### src/rtl/core/assert_macros.svh
// ---------------------------------------------------------------------------
// assertion macros
// shared concurrent assertion forms for the vertex fetch patcher
// ---------------------------------------------------------------------------
`ifndef ASSERT_MACROS_SVH
`define ASSERT_MACROS_SVH

// same-cycle implication, disabled while reset is asserted
`define VFSP_ASSERT_IMP(lbl, clk, rst_n, ante, cons, msg) \
    lbl: assert property (@(posedge clk) disable iff (!rst_n) (ante) |-> (cons)) \
        else $error(msg);

// next-cycle implication, disabled while reset is asserted
`define VFSP_ASSERT_NXT(lbl, clk, rst_n, ante, cons, msg) \
    lbl: assert property (@(posedge clk) disable iff (!rst_n) (ante) |=> (cons)) \
        else $error(msg);

`endif

### src/rtl/core/vfsp_pkg.sv
// ---------------------------------------------------------------------------
// vfsp_pkg
// types, codes and constants for the vertex fetch semantic patcher
// ---------------------------------------------------------------------------
`default_nettype none

package vfsp_pkg;

    // default sizing
    localparam int unsigned MAX_ELEMENTS_DEF = 64;
    localparam int unsigned NUM_STREAMS_DEF  = 16;

    // command codes
    typedef enum logic [1:0] {
        CMD_CLEAR       = 2'd0,
        CMD_APPEND      = 2'd1,
        CMD_LOAD_STRIDE = 2'd2,
        CMD_PATCH       = 2'd3
    } vfsp_cmd_t;

    // sequencer states
    typedef enum logic [1:0] {
        ST_IDLE,
        ST_SCAN,
        ST_FORMAT
    } vfsp_state_t;

    // one declaration element as stored
    typedef struct packed {
        logic [7:0]  usage;
        logic [7:0]  sem_index;
        logic [3:0]  stream;
        logic [15:0] offset;
        logic [9:0]  type_code;
    } vfsp_elem_t;

    // search outcome handed from sequencer to result formatting
    typedef struct packed {
        logic        load;
        logic        found;
        logic [3:0]  stream;
        logic [15:0] offset;
        logic [9:0]  type_code;
    } vfsp_res_t;

    // bits of the template words that pass through untouched
    localparam logic [31:0] W0_KEEP_MASK = 32'hC00F_FFFF;
    localparam logic [31:0] W1_KEEP_MASK = 32'hBFC0_CFFF;
    localparam logic [31:0] W2_KEEP_MASK = 32'h8000_0000;

    // fetch constant slot is counted down from this value by stream
    localparam logic [6:0] FETCH_CONST_BASE = 7'd95;

    // unbound pattern expressed as an element: stream 0, offset 0, format 6
    localparam logic [9:0] UNBOUND_TYPE = 10'h006;

endpackage

`default_nettype wire

### src/rtl/core/vfsp_elem_mem.sv
// ---------------------------------------------------------------------------
// vfsp_elem_mem
// declaration element ram, one write port and one registered read port
// ---------------------------------------------------------------------------
`default_nettype none

module vfsp_elem_mem #(
    parameter int unsigned DEPTH = vfsp_pkg::MAX_ELEMENTS_DEF,
    localparam int unsigned ADDR_W = (DEPTH > 1) ? $clog2(DEPTH) : 1
) (
    input  wire logic                 clk,
    input  wire logic                 wr_en,
    input  wire logic [ADDR_W-1:0]    wr_addr,
    input  wire vfsp_pkg::vfsp_elem_t wr_data,
    input  wire logic                 rd_en,
    input  wire logic [ADDR_W-1:0]    rd_addr,
    output vfsp_pkg::vfsp_elem_t      rd_data
);

    vfsp_pkg::vfsp_elem_t elem_mem [DEPTH];
    vfsp_pkg::vfsp_elem_t rd_data_reg;

    // write and registered read
    always_ff @(posedge clk)
    begin
        if (wr_en)
        begin
            elem_mem[wr_addr] <= wr_data;
        end
        if (rd_en)
        begin
            rd_data_reg <= elem_mem[rd_addr];
        end
    end

    assign rd_data = rd_data_reg;

endmodule

`default_nettype wire

### src/rtl/core/vfsp_stride_tbl.sv
// ---------------------------------------------------------------------------
// vfsp_stride_tbl
// per-stream stride registers, cleared on reset, out-of-range reads give 0
// ---------------------------------------------------------------------------
`default_nettype none

module vfsp_stride_tbl #(
    parameter int unsigned NUM_STREAMS = vfsp_pkg::NUM_STREAMS_DEF
) (
    input  wire logic       clk,
    input  wire logic       rst_n,
    input  wire logic       wr_en,
    input  wire logic [3:0] wr_stream,
    input  wire logic [7:0] wr_data,
    input  wire logic [3:0] rd_stream,
    output logic      [7:0] rd_data
);

    localparam int unsigned SIDX_W = (NUM_STREAMS > 1) ? $clog2(NUM_STREAMS) : 1;

    logic [7:0] stride_reg [NUM_STREAMS];
    logic       wr_in_range;
    logic       rd_in_range;

    assign wr_in_range = {1'b0, wr_stream} < 5'(NUM_STREAMS);
    assign rd_in_range = {1'b0, rd_stream} < 5'(NUM_STREAMS);

    // stride writes
    always_ff @(posedge clk or negedge rst_n)
    begin
        if (!rst_n)
        begin
            for (int i = 0; i < int'(NUM_STREAMS); i++)
            begin
                stride_reg[i] <= '0;
            end
        end
        else if (wr_en && wr_in_range)
        begin
            stride_reg[wr_stream[SIDX_W-1:0]] <= wr_data;
        end
    end

    // missing streams read as zero stride
    assign rd_data = rd_in_range ? stride_reg[rd_stream[SIDX_W-1:0]] : 8'd0;

endmodule

`default_nettype wire

### src/rtl/core/vfsp_seq.sv
// ---------------------------------------------------------------------------
// vfsp_seq
// command sequencer: element count, append writes, and the linear search
// that walks the element ram one entry a cycle through a single comparator
// ---------------------------------------------------------------------------
`default_nettype none

module vfsp_seq #(
    parameter int unsigned MAX_ELEMENTS = vfsp_pkg::MAX_ELEMENTS_DEF
) (
    input  wire logic                 clk,
    input  wire logic                 rst_n,
    input  wire logic                 req_valid,
    input  wire logic [1:0]           command,
    input  wire vfsp_pkg::vfsp_elem_t append_elem,
    input  wire logic [3:0]           key_usage,
    input  wire logic [3:0]           key_sem_index,
    input  wire logic                 out_free,
    output logic                      busy,
    output vfsp_pkg::vfsp_res_t       res
);

    localparam int unsigned CNT_W = $clog2(MAX_ELEMENTS + 1);
    localparam int unsigned IDX_W = (MAX_ELEMENTS > 1) ? $clog2(MAX_ELEMENTS) : 1;

    vfsp_pkg::vfsp_state_t state_reg, state_next;
    logic [CNT_W-1:0]      count_reg, count_next;
    logic [CNT_W-1:0]      issue_reg, issue_next;
    logic                  chk_vld_reg, chk_vld_next;
    logic                  found_reg, found_next;
    logic [3:0]            key_usage_reg, key_usage_next;
    logic [3:0]            key_uidx_reg, key_uidx_next;
    vfsp_pkg::vfsp_elem_t  hit_reg, hit_next;

    logic                  accept;
    logic                  not_full;
    logic                  wr_en;
    logic                  rd_en;
    logic                  match;
    vfsp_pkg::vfsp_elem_t  rd_data;
    vfsp_pkg::vfsp_elem_t  unbound_elem;

    assign busy     = (state_reg != vfsp_pkg::ST_IDLE);
    assign accept   = req_valid && !busy;
    assign not_full = count_reg < CNT_W'(MAX_ELEMENTS);
    assign wr_en    = accept && (command == vfsp_pkg::CMD_APPEND) && not_full;
    assign rd_en    = (state_reg == vfsp_pkg::ST_SCAN) && (issue_reg < count_reg);

    // the shared comparator, fed one stored element per cycle
    assign match = chk_vld_reg
                && (rd_data.usage == {4'b0000, key_usage_reg})
                && (rd_data.sem_index == {4'b0000, key_uidx_reg});

    assign unbound_elem = '{usage: 8'd0, sem_index: 8'd0, stream: 4'd0,
                            offset: 16'd0, type_code: vfsp_pkg::UNBOUND_TYPE};

    // element ram
    vfsp_elem_mem #(
        .DEPTH (MAX_ELEMENTS)
    ) u_elem_mem (
        .clk     (clk),
        .wr_en   (wr_en),
        .wr_addr (count_reg[IDX_W-1:0]),
        .wr_data (append_elem),
        .rd_en   (rd_en),
        .rd_addr (issue_reg[IDX_W-1:0]),
        .rd_data (rd_data)
    );

    // state and control registers
    always_ff @(posedge clk or negedge rst_n)
    begin
        if (!rst_n)
        begin
            state_reg   <= vfsp_pkg::ST_IDLE;
            count_reg   <= '0;
            issue_reg   <= '0;
            chk_vld_reg <= 1'b0;
            found_reg   <= 1'b0;
        end
        else
        begin
            state_reg   <= state_next;
            count_reg   <= count_next;
            issue_reg   <= issue_next;
            chk_vld_reg <= chk_vld_next;
            found_reg   <= found_next;
        end
    end

    // search key and hit payload
    always_ff @(posedge clk)
    begin
        key_usage_reg <= key_usage_next;
        key_uidx_reg  <= key_uidx_next;
        hit_reg       <= hit_next;
    end

    // next state and outputs
    always_comb
    begin
        state_next     = state_reg;
        count_next     = count_reg;
        issue_next     = issue_reg;
        chk_vld_next   = chk_vld_reg;
        found_next     = found_reg;
        key_usage_next = key_usage_reg;
        key_uidx_next  = key_uidx_reg;
        hit_next       = hit_reg;
        res            = '{load: 1'b0, found: found_reg, stream: hit_reg.stream,
                           offset: hit_reg.offset, type_code: hit_reg.type_code};

        unique case (state_reg)
            vfsp_pkg::ST_IDLE:
            begin
                if (accept)
                begin
                    unique case (command)
                        vfsp_pkg::CMD_CLEAR:
                        begin
                            count_next = '0;
                        end
                        vfsp_pkg::CMD_APPEND:
                        begin
                            if (not_full)
                            begin
                                count_next = count_reg + 1'b1;
                            end
                        end
                        vfsp_pkg::CMD_PATCH:
                        begin
                            key_usage_next = key_usage;
                            key_uidx_next  = key_sem_index;
                            issue_next     = '0;
                            chk_vld_next   = 1'b0;
                            found_next     = 1'b0;
                            state_next     = vfsp_pkg::ST_SCAN;
                        end
                        default:
                        begin
                            // stride loads are handled by the stride table
                        end
                    endcase
                end
            end

            vfsp_pkg::ST_SCAN:
            begin
                // issue the next read while checking the previous one
                if (rd_en)
                begin
                    issue_next = issue_reg + 1'b1;
                end
                chk_vld_next = rd_en;
                if (match)
                begin
                    found_next   = 1'b1;
                    hit_next     = rd_data;
                    chk_vld_next = 1'b0;
                    state_next   = vfsp_pkg::ST_FORMAT;
                end
                else if (!rd_en && !chk_vld_reg)
                begin
                    found_next = 1'b0;
                    hit_next   = unbound_elem;
                    state_next = vfsp_pkg::ST_FORMAT;
                end
            end

            vfsp_pkg::ST_FORMAT:
            begin
                // wait for the result register to free up
                if (out_free)
                begin
                    res.load   = 1'b1;
                    state_next = vfsp_pkg::ST_IDLE;
                end
            end

            default:
            begin
                state_next = vfsp_pkg::ST_IDLE;
            end
        endcase
    end

endmodule

`default_nettype wire

### src/rtl/core/vertex_fetch_semantic_patcher.sv
// Patch: the scan issues one ram read per element and compares each registered read
// while issuing the next; the first hit or the end of the list moves on to the format state,
// which loads the result; the next beat is taken the cycle after, later while a result is held.
// Clear, append and stride load take one cycle, even while a result waits to leave.
// Reset clears element count, stride table and output valid; element ram is not
// cleared, only entries below the count are ever read.
// ---------------------------------------------------------------------------
// vertex_fetch_semantic_patcher
// declaration search and vertex-fetch triple rewrite, top level
// ---------------------------------------------------------------------------
`default_nettype none
`include "assert_macros.svh"

module vertex_fetch_semantic_patcher #(
    parameter int unsigned MAX_ELEMENTS = vfsp_pkg::MAX_ELEMENTS_DEF,
    parameter int unsigned NUM_STREAMS  = vfsp_pkg::NUM_STREAMS_DEF
) (
    input  wire logic        clk,
    input  wire logic        rst_n,

    input  wire logic        req_valid,
    output logic             req_stall,
    input  wire logic [1:0]  command,
    input  wire logic [7:0]  elem_usage,
    input  wire logic [7:0]  elem_usage_index,
    input  wire logic [3:0]  stream_number,
    input  wire logic [15:0] elem_byte_offset,
    input  wire logic [9:0]  elem_type_code,
    input  wire logic [7:0]  stride_dwords,
    input  wire logic [19:0] binding_key,
    input  wire logic [31:0] template_word0,
    input  wire logic [31:0] template_word1,
    input  wire logic [31:0] template_word2,
    input  wire logic [31:0] dest_base_addr,

    output logic             rsp_valid,
    input  wire logic        rsp_stall,
    output logic      [31:0] patched_word0,
    output logic      [31:0] patched_word1,
    output logic      [31:0] patched_word2,
    output logic      [31:0] patch_addr,
    output logic             is_bound
);

    logic                 busy;
    logic                 accept;
    logic                 patch_accept;
    logic                 out_free;
    vfsp_pkg::vfsp_elem_t append_elem;
    vfsp_pkg::vfsp_res_t  res;
    logic [7:0]           stride_rd;
    logic [6:0]           fetch_const;
    logic                 unbound_shape_ok;

    logic [31:0] w0_reg, w1_reg, w2_reg, base_reg;
    logic [15:0] fidx12_reg;
    logic        out_valid_reg, out_valid_next;
    logic [31:0] p0_reg, p1_reg, p2_reg, addr_reg;
    logic        bound_reg;

    assign req_stall    = busy;
    assign accept       = req_valid && !busy;
    assign patch_accept = accept && (command == vfsp_pkg::CMD_PATCH);
    assign out_free     = !out_valid_reg || !rsp_stall;

    assign append_elem = '{usage: elem_usage, sem_index: elem_usage_index,
                           stream: stream_number, offset: elem_byte_offset,
                           type_code: elem_type_code};

    // sequencer with element ram
    vfsp_seq #(
        .MAX_ELEMENTS (MAX_ELEMENTS)
    ) u_seq (
        .clk           (clk),
        .rst_n         (rst_n),
        .req_valid     (req_valid),
        .command       (command),
        .append_elem   (append_elem),
        .key_usage     (binding_key[15:12]),
        .key_sem_index (binding_key[19:16]),
        .out_free      (out_free),
        .busy          (busy),
        .res           (res)
    );

    // stride table
    vfsp_stride_tbl #(
        .NUM_STREAMS (NUM_STREAMS)
    ) u_stride_tbl (
        .clk       (clk),
        .rst_n     (rst_n),
        .wr_en     (accept && (command == vfsp_pkg::CMD_LOAD_STRIDE)),
        .wr_stream (stream_number),
        .wr_data   (stride_dwords),
        .rd_stream (res.stream),
        .rd_data   (stride_rd)
    );

    // template capture, fetch index scaled by 12 up front
    always_ff @(posedge clk)
    begin
        if (patch_accept)
        begin
            w0_reg     <= template_word0;
            w1_reg     <= template_word1;
            w2_reg     <= template_word2;
            base_reg   <= dest_base_addr;
            fidx12_reg <= 16'({binding_key[11:0], 3'b000})
                        + 16'({binding_key[11:0], 2'b00});
        end
    end

    assign fetch_const = vfsp_pkg::FETCH_CONST_BASE - {3'b000, res.stream};

    // result valid
    always_comb
    begin
        out_valid_next = out_valid_reg;
        if (res.load)
        begin
            out_valid_next = 1'b1;
        end
        else if (!rsp_stall)
        begin
            out_valid_next = 1'b0;
        end
    end

    always_ff @(posedge clk or negedge rst_n)
    begin
        if (!rst_n)
        begin
            out_valid_reg <= 1'b0;
        end
        else
        begin
            out_valid_reg <= out_valid_next;
        end
    end

    // result payload: field rewrite and destination address
    always_ff @(posedge clk)
    begin
        if (res.load)
        begin
            p0_reg    <= (w0_reg & vfsp_pkg::W0_KEEP_MASK)
                       | {5'd0, fetch_const, 20'd0};
            p1_reg    <= (w1_reg & vfsp_pkg::W1_KEEP_MASK)
                       | {10'd0, res.type_code[5:0], 2'b00, res.type_code[9:8], 12'd0};
            p2_reg    <= (w2_reg & vfsp_pkg::W2_KEEP_MASK)
                       | {10'd0, res.offset[15:2], stride_rd};
            addr_reg  <= base_reg + {16'd0, fidx12_reg};
            bound_reg <= res.found;
        end
    end

    assign rsp_valid     = out_valid_reg;
    assign patched_word0 = p0_reg;
    assign patched_word1 = p1_reg;
    assign patched_word2 = p2_reg;
    assign patch_addr    = addr_reg;
    assign is_bound      = bound_reg;

    // canned fields of an unbound result
    assign unbound_shape_ok = (patched_word0[26:20] == vfsp_pkg::FETCH_CONST_BASE)
                           && (patched_word1[21:16] == vfsp_pkg::UNBOUND_TYPE[5:0])
                           && (patched_word2[21:8] == 14'd0);

    // checks
    `VFSP_ASSERT_IMP(a_no_overwrite, clk, rst_n, res.load, out_free, "result overwritten")
    `VFSP_ASSERT_NXT(a_busy_after_patch, clk, rst_n, patch_accept, req_stall, "no search")
    `VFSP_ASSERT_IMP(a_unbound_pattern, clk, rst_n, rsp_valid && !is_bound, unbound_shape_ok, "bad unbound")

endmodule

`default_nettype wire
### config.mk
export PLATFORM = sky130hd
export DESIGN_NAME = vertex_fetch_semantic_patcher
export DESIGN_NICKNAME = d
export VERILOG_FILES = /design/src/rtl/core/vfsp_pkg.sv /design/src/rtl/core/vfsp_elem_mem.sv /design/src/rtl/core/vfsp_stride_tbl.sv /design/src/rtl/core/vfsp_seq.sv /design/src/rtl/core/vertex_fetch_semantic_patcher.sv
export VERILOG_INCLUDE_DIRS = /design/src /design/src/rtl/core
export SDC_FILE = /design/constraint.sdc
export NUM_CORES = 2
export LEC_CHECK = 0
export BUFFER_PORTS_ARGS = -buffer_cell sky130_fd_sc_hd__buf_2
export CAP_MARGIN = 40
export CORE_MARGIN = 1.5
export CORE_UTILIZATION = 55
export CTS_BUF_LIST = sky130_fd_sc_hd__clkbuf_16
export CTS_CLUSTER_SIZE = 40
export DETAILED_ROUTE_END_ITERATION = 8
export GPL_ROUTABILITY_DRIVEN = 0
export PLACE_DENSITY = 0.72
export SYNTH_ARGS = -nofsm -noshare
export SYNTH_HDL_FRONTEND = slang
export SYNTH_HIERARCHICAL = 1
export SYNTH_SLANG_ARGS = --single-unit
### constraint.sdc
create_clock -name clk -period 9.62 [get_ports clk]
set_input_delay 0.481 -clock clk [delete_from_list [all_inputs] [get_ports clk]]
set_output_delay 0.481 -clock clk [all_outputs]
set_load 0.02 [all_outputs]
### Yosys cells after proc, flatten, opt, wreduce, memory -nomap -nowiden

Memories as Yosys holds them, arrays and structs flattened. A register that Yosys moved wholly into a read port is not among the register bits.
Cells that the tools add are included.

* flip-flop bits (word level): 458
* bits in writable memories: 2944
* input bits: 208
* output and inout bits: 131
* logic and storage cells: 129
* memories kept: 1

* $add $sub $neg: 5
* $lt $le $gt $ge: 5
* equal/unequal tests: 14
* multiplexer cells: 33
* bitwise logic cells: 5
* reduce and logical (&&, ||, !) cells: 29

Memory list
* u_seq.u_elem_mem.elem_mem: words 64, bits a word 46, rd ports 1, clocked after memory_dff 1, wr ports 1, line vfsp_elem_mem.sv:20 `vfsp_pkg::vfsp_elem_t elem_mem [DEPTH];`

Operators by type and width (count)
* 128-bit bitwise mux: 1
* 32-bit by 22-bit bitwise OR with 32-bit output: 2
* 30-bit 2-to-1 mux: 2
* 32-bit by 16-bit adder with 32-bit output: 1
* 8-bit binary-select mux with 4-bit select: 1
* 8-bit demux with 4-bit select: 1
* 32-bit by 27-bit bitwise OR with 32-bit output: 1
* 7-bit 2-to-1 mux: 4
* 7-bit case mux with 2 select lines: 2
* 8-bit 2-to-1 mux: 3
* 15-bit by 14-bit adder with 16-bit output: 1
* 8-bit by 4-bit equality test with 1-bit output: 2
* 4-bit AND reduction: 4
* 7-bit by 1-bit adder with 7-bit output (second input constant): 2
* 1-bit 2-to-1 mux: 11
* 5-bit greater-or-equal comparator (second input constant): 2
* 1-bit logical AND: 10
* 2-bit 2-to-1 mux: 5
* 4-bit NOT with 5-bit output: 2
* 2-bit nonzero test: 4
* 7-bit < comparator: 1
* 7-bit < comparator (second input constant): 1
* 7-bit by 4-bit subtractor with 7-bit output (first input constant): 1
* 2-bit equality test (second input constant): 3
* 12 further kinds: 24

### Longest topological paths before layout

* word-level depth: 7
* mapped depth: 10
* depth with buffers taken out: 9

### Hierarchy

Netlist, hierarchy kept.

By module, submodules not included
* vfsp_elem_mem: times used 1, cells an instance 4805, area each 112640.5 um2, sequential area each 89786.1 um2
* vertex_fetch_semantic_patcher: times used 1, cells an instance 426, area each 7837.5 um2, sequential area each 6180.9 um2
* vfsp_stride_tbl: times used 1, cells an instance 364, area each 5800.6 um2, sequential area each 3203.1 um2
* vfsp_seq: times used 1, cells an instance 202, area each 2529.9 um2, sequential area each 1591.5 um2

### Worst setup path after synthesis

Ideal clock, no wire load.

* kind: input-to-reg
* from: input rsp_stall
* to: register bound_reg (netlist: is_bound) (enable)
* setup time: 0.587 ns
* data arrival time: 5.303 ns
* data required time: 9.033 ns
* setup slack: 3.731 ns
* cell stages on the path: 3
* buffers on the path: 0
* path through: nand2_1 > inv_1 > nor2_1

RTL lines
* start: declaration: line vertex_fetch_semantic_patcher.sv:37 `input wire logic rsp_stall,`
* end signal: assignment: line vertex_fetch_semantic_patcher.sv:153 `bound_reg <= res.found;`
* end: declaration: line vertex_fetch_semantic_patcher.sv:59 `logic bound_reg;`

### Worst setup path after layout

* from: register u_seq.issue_reg[0]
* to: register u_seq/u_elem_mem/rd_data[43] (netlist name)

* word-level cells in the longest chain between the ends: 2

Ends and longest elaborated chain
* start: declaration: line vfsp_seq.sv:28 `logic [CNT_W-1:0] issue_reg, issue_next;`
* start signal: assignment: line vfsp_seq.sv:85 `issue_reg <= issue_next;`
* 7-bit < comparator: line vfsp_seq.sv:47 `assign rd_en = (state_reg == vfsp_pkg::ST_SCAN) && (issue_reg < count_reg);`
* 1-bit logical AND: line vfsp_seq.sv:47

Several ways; a longest one is shown, not always the timed one.
A chain may end at the register's enable or synchronous reset.

==> run_results.csv <==
group,metric,value,unit
floorplanning,rows,170,
layout,final_cell_count_no_fill,9118,
critical_path,crit_start,"u_seq/issue_reg[0]",
worst_hold_path,min_from,"stride_dwords[0]",
global_route,grt_pass1_wl,420,mm
route,drtIter0Drc,8550,
route,dr.pass1.iters,6,
floorplanning,ioPinCount,339,
clock_tree,h-tree-depth,5,
global_route,gr-usage-all-layers,26.9,%
run_status,status,"finished, final reports clean",
critical_path,end_kind,"register",
timing,worstMarginPinSlew,0.945,ns
route,finalWirelength,294,mm
layout,syn_to_final_growth,15.1,%
layout,multi_input_area,25100,um2
layout,fin_nets,6292,
placement,post-place-cells,8442,
timing,fin_skew,0.0330,ns
clock_tree,cts_buffer_depth,4,
layout,num-fill-cells,13800,
route,ant_nets,0,
timing,period_needed,4.19,ns
floorplanning,die_w,468,um
timing,rsz0062_at_grt,"no",
run,maxCapViolations,0,
floorplanning,dieArea,219000,um2
global_route,grt_antenna_before_repair,15,
layout,drive_gt1_share,29.3,%
yosys,netlist_instances,5405,
clock_tree,clockRootBuffer,"clkbuf_16",
layout,largest_register_ffs,2688,
global_route,grt_pass1_vias,60200,
floorplanning,die_y,468,um
critical_path,required,10.28,ns
clock_tree,clk_pin_slew,0.07,ns
critical_path,crit_type,"register to register",
timing,hold_violations,0,
clock_tree,cts_setup_buffers,0,
placement,port_buffers,268,
route,drt-vias-per-instance,6.58,
floorplanning,start_util,55.4,%
timing,drv_slew,0,
pwr,powerDensity,240,nW/um2
route,num_vias,60000,
timing,setup_tns,0,ns
layout,seq_area,92900,um2
yosys,syn_area_per_cell,22.0,um2
yosys,yosysWarnings,6,
placement,hpwl,164,mm
timing,relSlewSlack,35.4,%
clock_tree,numCtsBuffers,317,
clock_tree,clkLatencyLatePin,0.94,ns
pwr,ir_drop,0.000213,V
clock_tree,clock_sinks,3116,
critical_path,cp_data_arrival_time,4.86,ns
timing,setup_violations,0,
timing,finalCritPeriodShare,43.6,%
critical_path,critPathLaunchType,"register",
yosys,synth.cell_area,119000,um2
pwr,p_leak,43.8,nW
route,drcViolationCount,0,
timing,max_freq,0.239,GHz
global_route,overflow,0,
worst_hold_path,worstHoldPathType,"input port to register",
critical_path,rr_startpoint,"u_seq/issue_reg[0]",
global_route,grt_max_degree,129,
critical_path,critPathMaxFanout,92,
route,routedWlPerCell,32.3,um
floorplanning,core-area,215000,um2
clock_tree,cts_tree,"done",
where the power goes:
part	leakage (nW)	internal [W]	total, W	switching [W]
combinational	10.1	0.00284	0.00588	0.00305
sequential	28.7	0.0152	0.0154	0.000191
clock	5.04	0.00670	0.0116	0.00490
total	43.8	0.0247	0.0329	0.00814
routing by layer:
metal / vias up / wire length (um) / track usage, %
met5: - / 89 / 0
met4: 14 / 12000 / 10.1
met3: 616 / 31800 / 5.67
met2: 3746 / 141000 / 42.5
met1: 31500 / 109000 / 37.2
li1: 24100 / - / -
placed cells by master (no fill, tap or decap), drive strengths merged, types with 29 or more instances in the layout:
| cell | n |
|---|---|
| edfxtp | 2969 |
| mux4 | 683 |
| buf | 500 |
| clkbuf | 325 |
| o22ai | 159 |
| dfrtp | 147 |
| mux2 | 132 |
| dlygate4sd3 | 124 |
| inv | 118 |
| a22oi | 112 |
| nor2 | 107 |
| clkinv | 106 |
| nand3 | 65 |
| a211oi | 65 |
| nand2 | 61 |
| nor2b | 61 |
| mux2i | 52 |
| nor3 | 42 |
| ha | 35 |
| o221ai | 32 |
| and2 | 31 |
| xnor2 | 29 |
timing repair:
item | 4_1_cts | 5_1_grt
endpoints found under the hold margin | 504 | 0
resized for setup | 0 | 0
hold buffers | 124 | 0
worst max-delay path, cell delays in order (launching register included):
cell and delay [ns]:
dfrtp_4 0.97, buf_4 0.59, buf_12 0.58, mux4_2 0.58, nor2b_1 0.14, a211oi_1 0.33
nor3_1 0.10, buf_2 0.22, o22a_1 0.23
per-stage QoR:
| stage | setup slack, ns | total power, W | hold WS [ns] | util [%] | instance area [um2] |
|---|---|---|---|---|---|
| 6_report | 5.43 | 0.0329 | 0.0475 | 63.8 | 137000 |
| 3_3_place_gp | 5.04 | 0.0213 | 0.400 | 57.8 | 124000 |
| 4_1_cts | 5.36 | 0.0331 | 0.000534 | 63.8 | 137000 |
| 5_1_grt | 5.12 | 0.0339 | 0.0413 | 63.8 | 137000 |
| 2_1_floorplan | 3.73 | 0.0200 | 0.185 | - | 119000 |
| 3_5_place_dp | 5.37 | 0.0215 | 0.405 | 58.7 | 126000 |
worst paths after layout:
| kind | slack (ns) | end | cells past startpoint |
|---|---|---|---|
| hold reg to reg | 0.42 | patched_word2[10] | 0 |
| setup / recovery | 5.43 | u_seq/u_elem_mem/rd_data[43] | 8 |
| max in group asynchronous | 8.35 | u_seq/issue_reg[1] | 4 |
| min in group asynchronous | 0.13 | u_stride_tbl/stride_reg[35] | 2 |
| hold / removal | 0.05 | u_stride_tbl/stride_reg[56] | 2 |
| setup reg to reg | 5.43 | u_seq/u_elem_mem/rd_data[43] | 8 |
final cells by class:
class / count / share of cell area, %
Antenna cell: 5 / 0.00913
Multi-Input combinational cell: 1952 / 18.3
Timing Repair Buffer: 628 / 4.17
Sequential cell: 3116 / 67.8
Clock buffer: 325 / 5.94
Clock inverter: 222 / 1.13
Tap cell: 2838 / 2.59
Inverter: 32 / 0.0877
(Power assumes the default switching activity.)
